## src/design/pmj_pkg.sv

```systemverilog
// ----------------------------------------------------------------------------
// pmj_pkg
// Shared types and constants for the timer jiffy accounting block.
// ----------------------------------------------------------------------------
package pmj_pkg;

    localparam logic [21:0] PM_FREQ   = 22'd3579545;
    // floor(2^44 / PM_FREQ), reciprocal for the jiffy quotient
    localparam logic [22:0] PM_RECIP  = 23'd4914643;
    localparam logic [8:0]  US_SCALE  = 9'd286;
    localparam logic [29:0] NS_PER_S  = 30'd1000000000;
    localparam logic [9:0]  NS_PER_US = 10'd1000;
    localparam int          DVW       = 22;

    localparam logic [1:0] ACT_TICK   = 2'd0;
    localparam logic [1:0] ACT_QUERY  = 2'd1;
    localparam logic [1:0] ACT_RESUME = 2'd2;

    localparam logic CFG_HZ   = 1'b0;
    localparam logic CFG_JPRT = 1'b1;

    typedef enum logic [1:0] {
        DIV_JPRT,
        DIV_REM_HZ,
        DIV_NS_HZ
    } div_sel_t;

    typedef struct packed {
        logic     capture;
        logic     calc;
        logic     set_def;
        logic     resync;
        logic     qry_us;
        logic     qry_ns;
        logic     rec_mul;
        logic     rec_sub;
        logic     rec_fix;
        logic     div_start;
        logic     div_store;
        div_sel_t div_sel;
        logic     us_calc;
        logic     mul;
        logic     acc1;
        logic     acc2;
        logic     out_load;
    } cmd_t;

    typedef struct packed {
        logic is_tick;
        logic is_query;
        logic is_resume;
        logic below;
        logic div_done;
        logic out_busy;
    } status_t;

    // counts * 286 wraps at 32 bits, then >> 10
    function automatic logic [21:0] to_us(input logic [31:0] counts);
        logic [31:0] p;
        p = counts * 32'(US_SCALE);
        return p[31:10];
    endfunction

endpackage

```

## src/design/pmj_div.sv

```systemverilog
// ----------------------------------------------------------------------------
// pmj_div
// Restoring divider, one quotient bit per cycle.
// ----------------------------------------------------------------------------
module pmj_div #(
    parameter int NW = 35
) (
    input  logic                     clk,
    input  logic                     rst_n,
    input  logic                     start,
    input  logic [NW-1:0]            dividend,
    input  logic [pmj_pkg::DVW-1:0]  divisor,
    output logic                     done,
    output logic [NW-1:0]            quotient,
    output logic [pmj_pkg::DVW-1:0]  remainder
);
    import pmj_pkg::*;

    localparam int CNTW = $clog2(NW + 1);

    logic [NW-1:0]   quo_reg;
    logic [DVW-1:0]  rem_reg;
    logic [CNTW-1:0] cnt_reg;
    logic            done_reg;
    logic [DVW:0]    trial;
    logic [DVW:0]    diff;
    logic            ge;
    logic [DVW-1:0]  rem_next;

    always_comb
    begin
        trial    = {rem_reg, quo_reg[NW-1]};
        ge       = trial >= {1'b0, divisor};
        diff     = trial - {1'b0, divisor};
        rem_next = ge ? diff[DVW-1:0] : trial[DVW-1:0];
    end

    always_ff @(posedge clk or negedge rst_n)
    begin
        if (!rst_n)
        begin
            cnt_reg  <= '0;
            done_reg <= 1'b0;
        end
        else if (start)
        begin
            cnt_reg  <= CNTW'(NW);
            done_reg <= 1'b0;
        end
        else if (cnt_reg != '0)
        begin
            cnt_reg  <= cnt_reg - CNTW'(1);
            done_reg <= (cnt_reg == CNTW'(1));
        end
        else
        begin
            done_reg <= 1'b0;
        end
    end

    always_ff @(posedge clk)
    begin
        if (start)
        begin
            quo_reg <= dividend;
            rem_reg <= '0;
        end
        else if (cnt_reg != '0)
        begin
            quo_reg <= {quo_reg[NW-2:0], ge};
            rem_reg <= rem_next;
        end
    end

    assign done      = done_reg;
    assign quotient  = quo_reg;
    assign remainder = rem_reg;

endmodule

```

## src/design/pmj_ctrl.sv

```systemverilog
// ----------------------------------------------------------------------------
// pmj_ctrl
// Sequencer for capture, divisions, accumulation and result hand-off.
// ----------------------------------------------------------------------------
module pmj_ctrl (
    input  logic             clk,
    input  logic             rst_n,
    input  logic             in_valid,
    output logic             in_ready,
    input  pmj_pkg::status_t sts,
    output pmj_pkg::cmd_t    cmd
);
    import pmj_pkg::*;

    typedef enum logic [3:0] {
        S_IDLE,
        S_CALC,
        S_CHECK,
        S_QRY1,
        S_QRY2,
        S_REC1,
        S_REC2,
        S_REC3,
        S_DSTART,
        S_DWAIT,
        S_US,
        S_MUL,
        S_ACC1,
        S_ACC2,
        S_DONE
    } state_t;

    state_t   state_reg, state_next;
    div_sel_t sel_reg, sel_next;

    always_comb
    begin
        cmd         = '0;
        cmd.div_sel = sel_reg;
        state_next  = state_reg;
        sel_next    = sel_reg;
        unique case (state_reg)
            S_IDLE:
            begin
                if (in_valid)
                begin
                    cmd.capture = 1'b1;
                    state_next  = S_CALC;
                end
            end
            S_CALC:
            begin
                cmd.calc   = 1'b1;
                state_next = S_CHECK;
            end
            S_CHECK:
            begin
                priority if (sts.is_tick)
                begin
                    if (sts.below)
                    begin
                        cmd.set_def = 1'b1;
                        state_next  = S_DONE;
                    end
                    else
                    begin
                        state_next = S_REC1;
                    end
                end
                else if (sts.is_query)
                begin
                    state_next = S_QRY1;
                end
                else
                begin
                    cmd.resync = sts.is_resume;
                    state_next = S_DONE;
                end
            end
            S_QRY1:
            begin
                cmd.qry_us = 1'b1;
                state_next = S_QRY2;
            end
            S_QRY2:
            begin
                cmd.qry_ns = 1'b1;
                state_next = S_DONE;
            end
            S_REC1:
            begin
                cmd.rec_mul = 1'b1;
                state_next  = S_REC2;
            end
            S_REC2:
            begin
                cmd.rec_sub = 1'b1;
                state_next  = S_REC3;
            end
            S_REC3:
            begin
                cmd.rec_fix = 1'b1;
                sel_next    = DIV_JPRT;
                state_next  = S_DSTART;
            end
            S_DSTART:
            begin
                cmd.div_start = 1'b1;
                state_next    = S_DWAIT;
            end
            S_DWAIT:
            begin
                if (sts.div_done)
                begin
                    cmd.div_store = 1'b1;
                    if (sel_reg == DIV_NS_HZ)
                    begin
                        state_next = S_US;
                    end
                    else
                    begin
                        sel_next   = div_sel_t'(sel_reg + 2'd1);
                        state_next = S_DSTART;
                    end
                end
            end
            S_US:
            begin
                cmd.us_calc = 1'b1;
                state_next  = S_MUL;
            end
            S_MUL:
            begin
                cmd.mul    = 1'b1;
                state_next = S_ACC1;
            end
            S_ACC1:
            begin
                cmd.acc1   = 1'b1;
                state_next = S_ACC2;
            end
            S_ACC2:
            begin
                cmd.acc2   = 1'b1;
                state_next = S_DONE;
            end
            S_DONE:
            begin
                if (!sts.out_busy)
                begin
                    cmd.out_load = 1'b1;
                    state_next   = S_IDLE;
                end
            end
            default:
            begin
                state_next = S_IDLE;
            end
        endcase
    end

    always_ff @(posedge clk or negedge rst_n)
    begin
        if (!rst_n)
        begin
            state_reg <= S_IDLE;
            sel_reg   <= DIV_JPRT;
        end
        else
        begin
            state_reg <= state_next;
            sel_reg   <= sel_next;
        end
    end

    assign in_ready = (state_reg == S_IDLE);

endmodule

```

## src/design/pmj_dp.sv

```systemverilog
// ----------------------------------------------------------------------------
// pmj_dp
// Datapath: config registers, timer state, shared divider and result regs.
// ----------------------------------------------------------------------------
module pmj_dp #(
    parameter int CW = 24
) (
    input  logic             clk,
    input  logic             rst_n,
    input  logic             cfg_we,
    input  logic             cfg_index,
    input  logic [9:0]       cfg_data,
    input  logic [1:0]       action,
    input  logic [23:0]      timer_sample,
    input  logic             out_ready,
    input  pmj_pkg::cmd_t    cmd,
    output pmj_pkg::status_t sts,
    output logic             out_valid,
    output logic             deferred,
    output logic [6:0]       jiffies_count,
    output logic signed [13:0] lost_ticks,
    output logic [32:0]      offset_ns,
    output logic [63:0]      monotonic_ns
);
    import pmj_pkg::*;

    localparam int NW = CW + 11;
    localparam int JW = CW - 10;
    localparam int RW = NW - 12;

    logic [9:0]  hz_reg;
    logic [6:0]  jprt_reg;
    logic [23:0] last_reg;
    logic [21:0] rem_reg;
    logic [19:0] off_us_reg;
    logic [19:0] prev_off_reg;
    logic [63:0] accum_reg;

    logic [1:0]    act_reg;
    logic [23:0]   smp_reg;
    logic [CW-1:0] elapsed_reg;
    logic [NW-1:0] delta_reg;
    logic [JW-1:0] qe_reg;
    logic [22:0]   rtry_reg;
    logic [JW-1:0] jta_reg;
    logic [JW-1:0] rt_reg;
    logic [6:0]    jmod_reg;
    logic [21:0]   qhz_reg;
    logic [29:0]   nsj_reg;
    logic [21:0]   usq_reg;
    logic [63:0]   prod1_reg;
    logic [63:0]   prod2_reg;

    logic        def_res;
    logic [6:0]  jc_res;
    logic [13:0] lost_res;
    logic [32:0] off_res;

    logic        out_valid_reg;
    logic        deferred_reg;
    logic [6:0]  jc_reg;
    logic [13:0] lost_reg;
    logic [32:0] offns_reg;
    logic [63:0] mono_reg;

    logic [9:0]     hz_eff;
    logic [6:0]     jprt_eff;
    logic [CW-1:0]  elapsed_next;
    logic [RW+22:0] rec_prod;
    logic [NW-1:0]  rtry_full;
    logic           rtry_ge;
    logic [NW-1:0]  div_dividend;
    logic [DVW-1:0] div_divisor;
    logic           div_done;
    logic [NW-1:0]  div_q;
    logic [DVW-1:0] div_r;
    logic [JW:0]    njif_sum;
    logic [JW:0]    njif;
    logic [19:0]    off_us_next;
    logic signed [20:0] off_diff;

    always_comb
    begin
        hz_eff       = (hz_reg == '0) ? 10'd1 : hz_reg;
        jprt_eff     = (jprt_reg == '0) ? 7'd1 : jprt_reg;
        elapsed_next = CW'(smp_reg) - CW'(last_reg);
        // reciprocal estimate is the true quotient or one below it
        rec_prod     = (RW+23)'(delta_reg[NW-1:12]) * (RW+23)'(PM_RECIP);
        rtry_full    = delta_reg - NW'((JW+22)'(qe_reg) * (JW+22)'(PM_FREQ));
        rtry_ge      = (rtry_reg >= 23'(PM_FREQ));
        njif_sum     = (JW+1)'(jprt_eff) + (JW+1)'(jmod_reg);
        njif         = (rt_reg == '0) ? (JW+1)'(jta_reg) : njif_sum;
        off_us_next  = 20'(to_us(32'(qhz_reg)));
        off_diff     = $signed({1'b0, off_us_reg}) - $signed({1'b0, prev_off_reg});
        unique case (cmd.div_sel)
            DIV_JPRT:
            begin
                div_dividend = NW'(jta_reg);
                div_divisor  = DVW'(jprt_eff);
            end
            DIV_REM_HZ:
            begin
                div_dividend = NW'(rem_reg);
                div_divisor  = DVW'(hz_eff);
            end
            default:
            begin
                div_dividend = NW'(NS_PER_S);
                div_divisor  = DVW'(hz_eff);
            end
        endcase
    end

    pmj_div #(
        .NW (NW)
    ) u_div (
        .clk       (clk),
        .rst_n     (rst_n),
        .start     (cmd.div_start),
        .dividend  (div_dividend),
        .divisor   (div_divisor),
        .done      (div_done),
        .quotient  (div_q),
        .remainder (div_r)
    );

    // architectural state and config
    always_ff @(posedge clk or negedge rst_n)
    begin
        if (!rst_n)
        begin
            hz_reg     <= 10'd1000;
            jprt_reg   <= 7'd1;
            last_reg   <= '0;
            rem_reg    <= '0;
            off_us_reg <= '0;
            accum_reg  <= '0;
        end
        else
        begin
            if (cfg_we)
            begin
                unique case (cfg_index)
                    CFG_HZ:   hz_reg   <= cfg_data;
                    CFG_JPRT: jprt_reg <= cfg_data[6:0];
                    default:  hz_reg   <= hz_reg;
                endcase
            end
            if (cmd.resync)
            begin
                last_reg <= smp_reg;
            end
            if (cmd.rec_fix)
            begin
                last_reg <= smp_reg;
                rem_reg  <= rtry_ge ? 22'(rtry_reg - 23'(PM_FREQ)) : rtry_reg[21:0];
            end
            if (cmd.us_calc)
            begin
                off_us_reg <= off_us_next;
            end
            if (cmd.acc1)
            begin
                accum_reg <= accum_reg + prod1_reg;
            end
            else if (cmd.acc2)
            begin
                accum_reg <= accum_reg + prod2_reg;
            end
        end
    end

    // working registers
    always_ff @(posedge clk)
    begin
        if (cmd.capture)
        begin
            act_reg <= action;
            smp_reg <= timer_sample;
        end
        if (cmd.calc)
        begin
            elapsed_reg <= elapsed_next;
            def_res     <= 1'b0;
            jc_res      <= '0;
            lost_res    <= '1;
            off_res     <= '0;
        end
        if (cmd.calc)
        begin
            delta_reg <= NW'(elapsed_next) * NW'(hz_reg) + NW'(rem_reg);
        end
        if (cmd.set_def)
        begin
            def_res <= 1'b1;
        end
        if (cmd.qry_us)
        begin
            usq_reg <= to_us(32'(elapsed_reg));
        end
        if (cmd.qry_ns)
        begin
            off_res <= (33'(off_us_reg) + 33'(usq_reg)) * 33'(NS_PER_US);
        end
        if (cmd.rec_mul)
        begin
            qe_reg <= JW'(rec_prod[RW+22:32]);
        end
        if (cmd.rec_sub)
        begin
            rtry_reg <= 23'(rtry_full);
        end
        if (cmd.rec_fix)
        begin
            jta_reg <= rtry_ge ? qe_reg + JW'(1) : qe_reg;
        end
        if (cmd.div_store)
        begin
            unique case (cmd.div_sel)
                DIV_JPRT:
                begin
                    rt_reg   <= JW'(div_q);
                    jmod_reg <= 7'(div_r);
                end
                DIV_REM_HZ: qhz_reg <= 22'(div_q);
                default:    nsj_reg <= 30'(div_q);
            endcase
        end
        if (cmd.us_calc)
        begin
            prev_off_reg <= off_us_reg;
            jc_res       <= (njif > (JW+1)'(127)) ? 7'd127 : 7'(njif);
            lost_res     <= 14'(rt_reg - JW'(1));
        end
        if (cmd.mul)
        begin
            prod1_reg <= 64'((JW+30)'(jta_reg) * (JW+30)'(nsj_reg));
            prod2_reg <= 64'(off_diff) * 64'(NS_PER_US);
        end
    end

    // output register
    always_ff @(posedge clk or negedge rst_n)
    begin
        if (!rst_n)
        begin
            out_valid_reg <= 1'b0;
        end
        else if (cmd.out_load)
        begin
            out_valid_reg <= 1'b1;
        end
        else if (out_ready)
        begin
            out_valid_reg <= 1'b0;
        end
    end

    always_ff @(posedge clk)
    begin
        if (cmd.out_load)
        begin
            deferred_reg <= def_res;
            jc_reg       <= jc_res;
            lost_reg     <= lost_res;
            offns_reg    <= off_res;
            mono_reg     <= accum_reg;
        end
    end

    always_comb
    begin
        sts.is_tick   = (act_reg == ACT_TICK);
        sts.is_query  = (act_reg == ACT_QUERY);
        sts.is_resume = (act_reg == ACT_RESUME);
        sts.below     = (delta_reg < NW'(PM_FREQ));
        sts.div_done  = div_done;
        sts.out_busy  = out_valid_reg && !out_ready;
    end

    assign out_valid     = out_valid_reg;
    assign deferred      = deferred_reg;
    assign jiffies_count = jc_reg;
    assign lost_ticks    = $signed(lost_reg);
    assign offset_ns     = offns_reg;
    assign monotonic_ns  = mono_reg;

endmodule

```

## src/design/pm_timer_jiffy_accounting.sv

```systemverilog
// ----------------------------------------------------------------------------
// pm_timer_jiffy_accounting
// Turns power management timer samples into jiffies and a nanosecond clock.
// ----------------------------------------------------------------------------
// one item at a time; a new transfer is taken only in the idle state
// tick: reciprocal steps, then three passes of the shared one-bit-per-cycle
//   divider, then accumulation; deferred tick, resume, unused code skip these
// query adds the qry1 and qry2 states; every result waits while output stalls
// next transfer is taken in the cycle after the result is loaded
// reset: hz 1000, jiffies per tick 1, all timer state and accumulator zero
module pm_timer_jiffy_accounting #(
    parameter int COUNTER_WIDTH = 24
) (
    input  logic              clk,
    input  logic              rst_n,
    input  logic              cfg_we,
    input  logic              cfg_index,
    input  logic [9:0]        cfg_data,
    input  logic              in_valid,
    output logic              in_ready,
    input  logic [1:0]        action,
    input  logic [23:0]       timer_sample,
    output logic              out_valid,
    input  logic              out_ready,
    output logic              deferred,
    output logic [6:0]        jiffies_count,
    output logic signed [13:0] lost_ticks,
    output logic [32:0]       offset_ns,
    output logic [63:0]       monotonic_ns
);
    import pmj_pkg::*;

    cmd_t    cmd;
    status_t sts;

    pmj_ctrl u_ctrl (
        .clk      (clk),
        .rst_n    (rst_n),
        .in_valid (in_valid),
        .in_ready (in_ready),
        .sts      (sts),
        .cmd      (cmd)
    );

    pmj_dp #(
        .CW (COUNTER_WIDTH)
    ) u_dp (
        .clk           (clk),
        .rst_n         (rst_n),
        .cfg_we        (cfg_we),
        .cfg_index     (cfg_index),
        .cfg_data      (cfg_data),
        .action        (action),
        .timer_sample  (timer_sample),
        .out_ready     (out_ready),
        .cmd           (cmd),
        .sts           (sts),
        .out_valid     (out_valid),
        .deferred      (deferred),
        .jiffies_count (jiffies_count),
        .lost_ticks    (lost_ticks),
        .offset_ns     (offset_ns),
        .monotonic_ns  (monotonic_ns)
    );

endmodule

```

## config.mk

```make
export PLATFORM = sky130hd
export DESIGN_NAME = pm_timer_jiffy_accounting
export DESIGN_NICKNAME = d
export VERILOG_FILES = /design/src/design/pmj_pkg.sv /design/src/design/pmj_div.sv /design/src/design/pmj_ctrl.sv /design/src/design/pmj_dp.sv /design/src/design/pm_timer_jiffy_accounting.sv
export SDC_FILE = /design/constraint.sdc
export NUM_CORES = 2
export LEC_CHECK = 0
export BUFFER_PORTS_ARGS = -buffer_cell sky130_fd_sc_hd__buf_4
export CORE_MARGIN = 5
export CORE_UTILIZATION = 50
export DETAILED_ROUTE_END_ITERATION = 12
export PLACE_DENSITY = 0.72
export SLEW_MARGIN = 20
export SYNTH_ARGS = -nofsm -noshare
export SYNTH_HDL_FRONTEND = slang
export SYNTH_SLANG_ARGS = --single-unit
```

## constraint.sdc

```tcl
create_clock -name clk -period 14.3 [get_ports clk]
set_input_delay 0 -clock clk [delete_from_list [all_inputs] [get_ports clk]]
set_output_delay 0 -clock clk [all_outputs]
set_load 0.02 [all_outputs]
```

==> out/metrics.cfg <==
[synthesis]
yosysMostFrequentCell=inv_1
netlist_instances=8321
synth_top_area_share_pct=27.3
avgSynthCellArea_um2=10.2
synthTopCellsByCount=inv_1, fa_1, ha_1
synth_area_um2=85000
yosysTopAreaCell=fa_1
synth_cell_types=93
synth.area.top_cells=fa_1, edfxtp_1, ha_1, inv_1, dfrtp_1
synth-seq-area-share_pct=25.0
synth-seq-cells=742
synthArstFlopShare_pct=21.7
yosysWarnings=0
ys.flop_type=edfxtp_1
synth_edf_count=558

[timing]
skew_ps=31.5
finalWorstSetupSlack_ps=5040
max_freq_mhz=108
setup_viol=0
slew_violations=0
slew_headroom_pct=20.2
fin_crit_sh_pct=64.8
hold_viol=0
period_minus_slack_ps=9260
hold_ws_ps=29.6
grt_setup_unrepaired=false
tightest_slew_ps=1200
fin_setup_tns_ps=0

[die]
initial_utilization_pct=50.2
die_w_um=422
core_um2=169000
rows=151
die_h_um=422
pin_count=163
die_area_um2=178000

[grt]
grt_use_total_pct=24.3
antenna_found_initial=3
grt_max_degree=77
overflow=0
grt_pass1_wl_mm=345
grt_pass1_vias=63700

[routing]
wl_mm=215
drcViolationCount=0
via_count=59700
drt_first_pass_iters=8
ant_nets=0
drt_iter0_markers=4041
wire_per_inst_um=20.0
viasPerCell=5.55

[setup_path]
cp_max_fo=11
crit_arrival_ps=9730
worst-path-buf-inv=4
r2r_cells=33
critical-path-top-delay-family=compound AO/OA/AOI/OAI gates
cp_common_cell=fa_1
critical_path_required_ps=14770
timing.rr.end=u_dp.delta_reg[32]$_DFFE_PP_
r2r_start=u_dp.smp_reg[0]$_DFFE_PP_
worstSetupPathType=reg2reg
worstSetupEndpointType=flop
r2r_slack_ps=5040
critPathMaxStageDelay_ps=720
start_kind=flop
cpMaxStageDelayCell=xnor2_1

[status]
status=finished clean

[clock_network]
cts_setup_buffers=0
path_clk_slew_ps=60
cts.sinks=742
cts-root-buf=clkbuf_16
clock_latency_ps=730
cts_tree=done
htree_num_levels=3
cts_made_buffers=90
cts.path.max_buffers=3

[layout]
drive_gt1_share_pct=5.67
instances_no_fill=10800
syn_to_final_growth_pct=8.71
fillCellCount=14600
nets=10700
final_core_util_pct=54.6

[placement]
finalWeightedCongestion=0.927
port_buffers=159
dp_slack_ps=5110
post-place-cells=10500
hpwl_mm=168

[power]
vdd_drop_max_v=0.000276
power.leakage_nw=44.0
p_per_area_nw_per_um2=86.1

[job]
maxCapViolCount=0

[hold_path]
hold_end=u_dp.smp_reg[16]$_DFFE_PP_
worstHoldPathType=in2reg
hold_start=timer_sample[16]
hold-path-cell-count=2

-- routing by layer --
metal / GRT usage [%] / part of all wire, % / vias to the layer above / wire length (µm)
met5: 0 / 0 / - / 0
met4: 10.7 / 5.0 / 0 / 10800
met3: 3.44 / 5.5 / 472 / 11900
met2: 42.2 / 49 / 1811 / 106000
met1: 30.4 / 40 / 30000 / 86700
li1: - / - / 27500 / -
-- how the worst max path moves through the flow --
stage                                   start                      endpoint  slack (ps)  cells after the start
floorplan           u_dp.smp_reg[0]$_DFFE_PP_  u_dp.delta_reg[33]$_DFFE_PP_        6600                     33
global placement    u_dp.smp_reg[0]$_DFFE_PP_  u_dp.delta_reg[34]$_DFFE_PP_        5470                     33
detailed placement  u_dp.smp_reg[0]$_DFFE_PP_  u_dp.delta_reg[32]$_DFFE_PP_        5110                     33
CTS                 u_dp.smp_reg[0]$_DFFE_PP_  u_dp.delta_reg[34]$_DFFE_PP_        5100                     33
global route        u_dp.smp_reg[0]$_DFFE_PP_  u_dp.delta_reg[32]$_DFFE_PP_        4260                     33
finish              u_dp.smp_reg[0]$_DFFE_PP_  u_dp.delta_reg[32]$_DFFE_PP_        5040                     33
-- cells by family after synthesis --
kind of cell    synth area share, %
other cells                 0.00441
mux                           0.421
flops                          25.0
buf+inv                        7.99
compound gates                 9.76
simple gates                   10.5
xor+xnor                       4.16
fa+ha+maj                      42.1
-- cell type report --
| class | instances | area (µm²) | share of cell area, % |
|---|---|---|---|
| Multi-Input combinational cell | 5777 | 57000 | 61.8 |
| Sequential cell | 742 | 21300 | 23.0 |
| Inverter | 1580 | 5930 | 6.42 |
| Tap cell | 2218 | 2780 | 3.00 |
| Clock buffer | 113 | 2460 | 2.67 |
| Timing Repair Buffer | 288 | 2370 | 2.57 |
| Clock inverter | 55 | 533 | 0.577 |
| Antenna cell | 1 | 2.50 | 0.00271 |
-- through the flow --
step                power [mW]  instance area (µm²)
floorplan                 4.86                85000
global placement          5.55                88700
detailed placement        5.62                88700
CTS                       8.00                92300
global route              8.49                92400
finish                    7.95                92400
-- cell usage in the layout (no fill, tap or decap), drive strengths merged, types with 25 or more instances in the layout --
cell | synthesis | layout
nor2 | 307 | 307
nand3 | 86 | 86
o21a | 73 | 73
ha | 1006 | 1006
nand2b | 54 | 54
a211oi | 44 | 44
nor3 | 89 | 89
and3 | 41 | 41
edfxtp | 558 | 558
dlygate4sd3 | 0 | 57
dfrtp | 154 | 154
o21bai | 41 | 41
and2 | 288 | 288
a21oi | 351 | 351
nand4 | 39 | 39
a21boi | 25 | 25
buf | 12 | 230
a21o | 146 | 146
clkinv | 1 | 32
o21ai | 332 | 332
xor2 | 141 | 141
a31oi | 56 | 56
fa | 1160 | 1160
inv | 1579 | 1590
or3 | 26 | 26
nand2 | 774 | 774
nor2b | 76 | 76
xnor2 | 263 | 263
clkbuf | 212 | 114
-- power by group --
part | internal (mW) | switching [mW] | leakage [nW] | total (mW)
clock | 1.34 | 0.990 | 1.46 | 2.33
sequential | 2.51 | 0.0824 | 7.09 | 2.59
combinational | 1.29 | 1.74 | 35.4 | 3.03
total | 5.14 | 2.81 | 44.0 | 7.95
-- what timing repair did --
action,in CTS,in global routing
gates resized for setup,0,0
hold buffers,58,0
endpoints found under the hold margin,141,0
Note: power is estimated with default switching activity, not from simulation.
